## config.mk

```make
export PLATFORM = sky130hd
export DESIGN_NAME = rbs_ctrl
export DESIGN_NICKNAME = d
export VERILOG_FILES = /design/src/rbs_pkg.sv /design/src/rbs_ctrl.sv
export SDC_FILE = /design/constraint.sdc
export NUM_CORES = 1
export LEC_CHECK = 0
export BUFFER_PORTS_ARGS = -buffer_cell sky130_fd_sc_hd__buf_4
export CAP_MARGIN = 5
export CORE_AREA = 2 2 39 41
export CTS_CLUSTER_DIAMETER = 50
export CTS_CLUSTER_SIZE = 28
export DETAILED_ROUTE_END_ITERATION = 10
export DIE_AREA = 0 0 41 43
export PLACE_DENSITY_LB_ADDON = 0.2
export SYNTH_ARGS = -nofsm -noshare
export SYNTH_HDL_FRONTEND = slang
export SYNTH_SLANG_ARGS = --single-unit
export TNS_END_PERCENT = 10
```

## constraint.sdc

```tcl
create_clock -name clk_i -period 3.7 [get_ports clk_i]
set_input_delay 0.37 -clock clk_i [delete_from_list [all_inputs] [get_ports clk_i]]
set_output_delay 0.37 -clock clk_i [all_outputs]
set_load 0.005 [all_outputs]
```

## src/rbs_pkg.sv

```systemverilog
// ----------------------------------------------------------------------------
// rbs_pkg
// Shared types and constants for the RDS bi-phase symbol shaper.
// ----------------------------------------------------------------------------
package rbs_pkg;

  localparam int unsigned SAMPLES_PER_SYMBOL_DEF = 160;
  localparam int unsigned PULSE_LEN_DEF          = 640;
  localparam int unsigned RING_LEN_DEF           = 800;

  localparam int unsigned SHIFT_DEPTH  = 160;
  localparam int unsigned SH_AW        = 8;
  localparam int unsigned DELAY_W      = 8;
  localparam int unsigned COEF_INDEX_W = 10;
  localparam int unsigned COEF_W       = 16;
  localparam int unsigned SAMPLE_W     = 18;
  localparam int unsigned IN_TDATA_W   = 32;
  localparam int unsigned OUT_TDATA_W  = 24;

  typedef enum logic {
    OP_TICK = 1'b0,
    OP_LOAD = 1'b1
  } op_e;

  typedef struct packed {
    logic clr_wr;
    logic load_wr;
    logic tick_acc;
    logic acc_issue;
    logic ring_rd;
    logic ring_clr;
    logic sh_wr;
    logic sh_rd;
    logic out_load;
  } cmd_t;

  typedef struct packed {
    logic clr_last;
    logic phase_zero;
    logic acc_last;
    logic len_zero;
    logic out_free;
  } sts_t;

endpackage

```

## src/rbs_ctrl.sv

```systemverilog
// ----------------------------------------------------------------------------
// rbs_ctrl
// Sequencer: clearing pass, item intake, pulse overlap-add sweep, ring read,
// delay line access and result hand-off.
// ----------------------------------------------------------------------------
module rbs_ctrl (
  input  logic          clk_i,
  input  logic          rst_ni,
  input  logic          in_valid_i,
  input  logic          in_opcode_i,
  output logic          in_ready_o,
  input  rbs_pkg::sts_t sts_i,
  output rbs_pkg::cmd_t cmd_o
);

  typedef enum logic [8:0] {
    S_CLEAR    = 9'b000000001,
    S_IDLE     = 9'b000000010,
    S_ACC      = 9'b000000100,
    S_ACC_END  = 9'b000001000,
    S_RING_RD  = 9'b000010000,
    S_RING_CLR = 9'b000100000,
    S_SH_WR    = 9'b001000000,
    S_SH_RD    = 9'b010000000,
    S_OUT      = 9'b100000000
  } state_e;

  state_e state_q, state_d;

  always_ff @(posedge clk_i or negedge rst_ni) begin
    if (!rst_ni) begin
      state_q <= S_CLEAR;
    end else begin
      state_q <= state_d;
    end
  end

  assign in_ready_o = (state_q == S_IDLE);

  always_comb begin
    state_d = state_q;
    cmd_o   = '0;
    case (state_q)
      S_CLEAR: begin
        cmd_o.clr_wr = 1'b1;
        if (sts_i.clr_last) begin
          state_d = S_IDLE;
        end
      end
      S_IDLE: begin
        if (in_valid_i) begin
          if (in_opcode_i == rbs_pkg::OP_LOAD) begin
            cmd_o.load_wr = 1'b1;
          end else begin
            cmd_o.tick_acc = 1'b1;
            state_d = sts_i.phase_zero ? S_ACC : S_RING_RD;
          end
        end
      end
      S_ACC: begin
        cmd_o.acc_issue = 1'b1;
        if (sts_i.acc_last) begin
          state_d = S_ACC_END;
        end
      end
      S_ACC_END: begin
        state_d = S_RING_RD;
      end
      S_RING_RD: begin
        cmd_o.ring_rd = 1'b1;
        state_d = S_RING_CLR;
      end
      S_RING_CLR: begin
        cmd_o.ring_clr = 1'b1;
        state_d = sts_i.len_zero ? S_OUT : S_SH_WR;
      end
      S_SH_WR: begin
        cmd_o.sh_wr = 1'b1;
        state_d = S_SH_RD;
      end
      S_SH_RD: begin
        cmd_o.sh_rd = 1'b1;
        state_d = S_OUT;
      end
      S_OUT: begin
        if (sts_i.out_free) begin
          cmd_o.out_load = 1'b1;
          state_d = S_IDLE;
        end
      end
      default: begin
        state_d = S_CLEAR;
      end
    endcase
  end

endmodule

```

* Yosys cells after proc, flatten, opt, wreduce, memory -nomap -nowiden *
Cells that the tools add are included.

word-level totals
  register bits = 9
  input port bits = 9
  output and inout bits = 10

cells by class
  equal/unequal tests = 14
  mux-type cells = 20
  reductions and logical operators = 1

operators by type and width
  operator            number
  $pmux 9 s9          1
  $mux 9              6
  $mux 1              10
  $ne 2x2->1 const B  5
  $eq 9x1->1 const B  1
  $eq 9x2->1 const B  1
  $eq 9x3->1 const B  1
  $eq 9x4->1 const B  1
  $eq 9x5->1 const B  1
  $eq 9x6->1 const B  1
  $eq 9x7->1 const B  1
  $eq 9x8->1 const B  1
  $eq 9x9->1 const B  1
  $mux 5              1
  $reduce_and 5->1    1
  $mux 2              2

* Depth between registers and ports, before layout *
  depth after elaboration = 4
  gate-level depth with buffers = 5
  gate-level depth less buffers = 5

* Worst setup path before layout *
No wires, ideal clock.

  path type = reg-to-output
  from = register state_q[4]
  to = output port cmd_o[6] (netlist name)
  data arrival time = 1.347 ns
  data required time = 3.330 ns
  slack = 1.983 ns
  stages on the path, launching flop included = 5
  cell sequence = dfrtp_1 > nor3_2 > nand2_1 > or4_4 > nor2_1

RTL lines
  item                      line            text
  start: declaration        rbs_ctrl.sv:28  state_e state_q, state_d;
  start signal: assignment  rbs_ctrl.sv:34  state_q <= state_d;
  end: declaration          rbs_ctrl.sv:13  output rbs_pkg::cmd_t cmd_o

==> run summary <==
I/O pins -> 19
Net Count, Synth -> 77
Distinct cells, synth -> 28
Sequential share of the synthesized area -> 37.6%
Gr ovfl total -> 0
R2R Path Start -> state_q[4]$_DFFE_PN0P_
FF-to-FF End -> state_q[2]$_DFFE_PN0P_
Endpoint class of the critical path -> primary output
Critical path's top delay family -> simple AND/OR/NAND/NOR gates
CP max stage cell -> or4_4
HP Class -> input port to register
Fin Clk Skew -> 0.00299 ns
Layout cells sized above 1 -> 30.8%
Clk root buf -> clkbuf_4
Hold Crit Start -> sts_i[1]
Top Registers -> state_q (9)
Post-synth top area cell -> dfrtp_1
Slowest stage delay, CP -> 0.47 ns
Hold_buf cts -> 1
Synth Area per Inst -> 8.85 um^2
CTS tree -> done
Post-cts gate resize count -> 0
Initial Util -> 43.5%
Hold path cells -> 2
Core Footprint -> 1380 um^2
Placer congestion estimate -> 0.799
Synth top area share -> 33.3%
Syn-to-layout area delta -> 32.0%
Num CTS Buffers -> 3
DR WL/cell -> 11.6 um
Worst skew pair latency -> 0.26 ns
VDD IR max -> 275 uV
Mapped cell area -> 602 um^2
Synth Instances -> 68
Max Buffers Root-to-Sink -> 2
Core Rows -> 14
Crit path launch type -> register
HPWL Detailed -> 963 um
Diodes inserted -> 0
Crit Path Max Fanout -> 7
Final Hold Viols -> 0
Initial antenna violation count -> 0
Hold EP -> state_q[6]$_DFFE_PN0P_
Port Buffer Count -> 18
Max Cap Viol -> 0
Main area contributors after synthesis -> dfrtp_1 33%, and2_1 6.2%, nor2_1 5.0%
Total negative slack -> 0 ns
Cells along the critical path -> nor3_2, nand2_1, or4_4, nor2_1, buf_4
PwrDens -> 471 nW/um^2
Leakage -> 0.400 nW
Final Non-Filler Cells -> 107
Reg2Reg Depth -> 4
# DRC -> 0
DR iter-0 viols -> 8
Peak Freq -> 452 MHz
Setup Fix Bufs, Post-CTS -> 0
Most flop-heavy register -> state_q
Placed cell area -> 757 um^2
Largest net degree at the start of global routing -> 10
Die W -> 41 um
GRT Total Usage -> 17.9%
Die Ht -> 43 um
Crit Path Class -> register to primary output
Synth Register Bits -> 9
Via count -> 536
Slew margin rel. -> 68.0%
Crit path time final -> 2.21 ns
RSZ-0062 raised after global routing -> false
Max reg flops -> 9
CTS H-Tree Depth -> 1
Antenna viol nets, final -> 0
CP arrival -> 1.84 ns
Setup Viol. Count Final -> 0
DR pass1 iterations -> 3
Placed insts -> 102
Clock sink count -> 9
Status -> complete, no violations
Fin crit share -> 59.8%
Vias in the first global route -> 498
Via-to-Cell Ratio -> 5.01
Global-route wire length before repair -> 2.06 mm
Req. time, crit path -> 3.33 ns
Buffers & Inverters on Critical Path -> 1
Final nets -> 101
Clk slew on worst S/H paths -> 0.06 ns
Final Cell Area -> 795 um^2
Pins Over Slew Limit -> 0
Total die area -> 1760 um^2
Synth warn -> 0
Reg2Reg Setup Slack -> 1.99 ns
Actual slew at the worst max-slew pin -> 0.477 ns
Final wirelength -> 1.25 mm
[per-stage QoR]
stage          setup slack (ns)  power (mW)  utilization (%)  hold slack, ns
4_1_cts                    1.46       0.379             57.4           0.263
6_report                   1.49       0.374             57.4           0.267
3_3_place_gp               1.80       0.298             54.7           0.199
2_1_floorplan              1.98       0.248                -          0.0744
5_1_grt                    1.30       0.407             57.4           0.254
3_5_place_dp               1.77       0.300             54.7           0.199
[worst max path at each step]
| stage | from | endpoint | slack (ns) | cells past startpoint |
|---|---|---|---|---|
| after floorplan | state_q[4]$_DFFE_PN0P_ | cmd_o[6] | 1.98 | 4 |
| after global placement | state_q[4]$_DFFE_PN0P_ | cmd_o[7] | 1.80 | 5 |
| after detailed placement | state_q[3]$_DFFE_PN0P_ | cmd_o[2] | 1.77 | 4 |
| final | state_q[4]$_DFFE_PN0P_ | cmd_o[7] | 1.49 | 5 |
| after global routing | state_q[3]$_DFFE_PN0P_ | cmd_o[2] | 1.30 | 4 |
| after CTS | state_q[3]$_DFFE_PN0P_ | cmd_o[2] | 1.46 | 4 |
[synth_stat cells, drive strengths merged]
library cell	instances
nor2b	2
o22ai	3
or2b	1
bufinv	1
nand2b	1
o32ai	1
nand3b	2
nand2	3
and2	6
nand3	2
nand4	1
and3	1
dfrtp	8
or4	1
nor4	1
inv	6
nor3b	4
dfstp	1
nor2	8
xnor2	2
o21ai	4
o2111ai	1
nor3	4
a21oi	2
xor2	2
[layer usage]
layer | up-vias | GRT usage (%) | share of wire (%)
li1 | 282 | - | -
met1 | 240 | 22.3 | 46
met2 | 12 | 25.6 | 46
met3 | 2 | 9.42 | 6.3
met4 | 0 | 6.00 | 0.96
met5 | - | 0 | 0
[final cells by class]
class                   instances  area [um^2]
inverters                       7         40.0
multi-input cells              52          335
clock buffers                   3         22.5
well taps                      16         20.0
fillers                       131          589
clock inverters                 1         5.00
repair buffers                 19          145
flip-flops and latches          9          226
[power by group]
group          internal (mW)  switching [mW]  leakage, nW  total (mW)
logic                 0.0842          0.0774        0.262       0.162
clock network         0.0399          0.0353       0.0177      0.0752
registers              0.115          0.0226        0.121       0.137
total                  0.239           0.135        0.400       0.374
[cells in the final DEF (no fill, tap or decap), types with 2 or more instances in the layout]
cell      count
xnor2_1       2
a21oi_1       2
inv_1         6
clkbuf_4      3
nand2_1       3
nor3b_1       4
nor2_1        8
nand3_1       2
dfrtp_1       8
nand3b_1      2
o22ai_1       3
nor3_1        2
o21ai_0       3
xor2_1        2
nor2b_1       2
and2_1        6
buf_4        18
[cell families (layout without fill, tap and decap cells)]
| group | count (synthesis) | in the layout | synth area share, % |
|---|---|---|---|
| DFF | 9 | 9 | 37.6 |
| xor gates and xnor gates | 4 | 4 | 5.82 |
| AOI/OAI and AO/OA | 11 | 11 | 12.3 |
| and+or+nand+nor | 37 | 37 | 37.6 |
| buffers and inverters | 7 | 30 | 6.65 |
No activity file was read; power rests on OpenSTA's default activity.
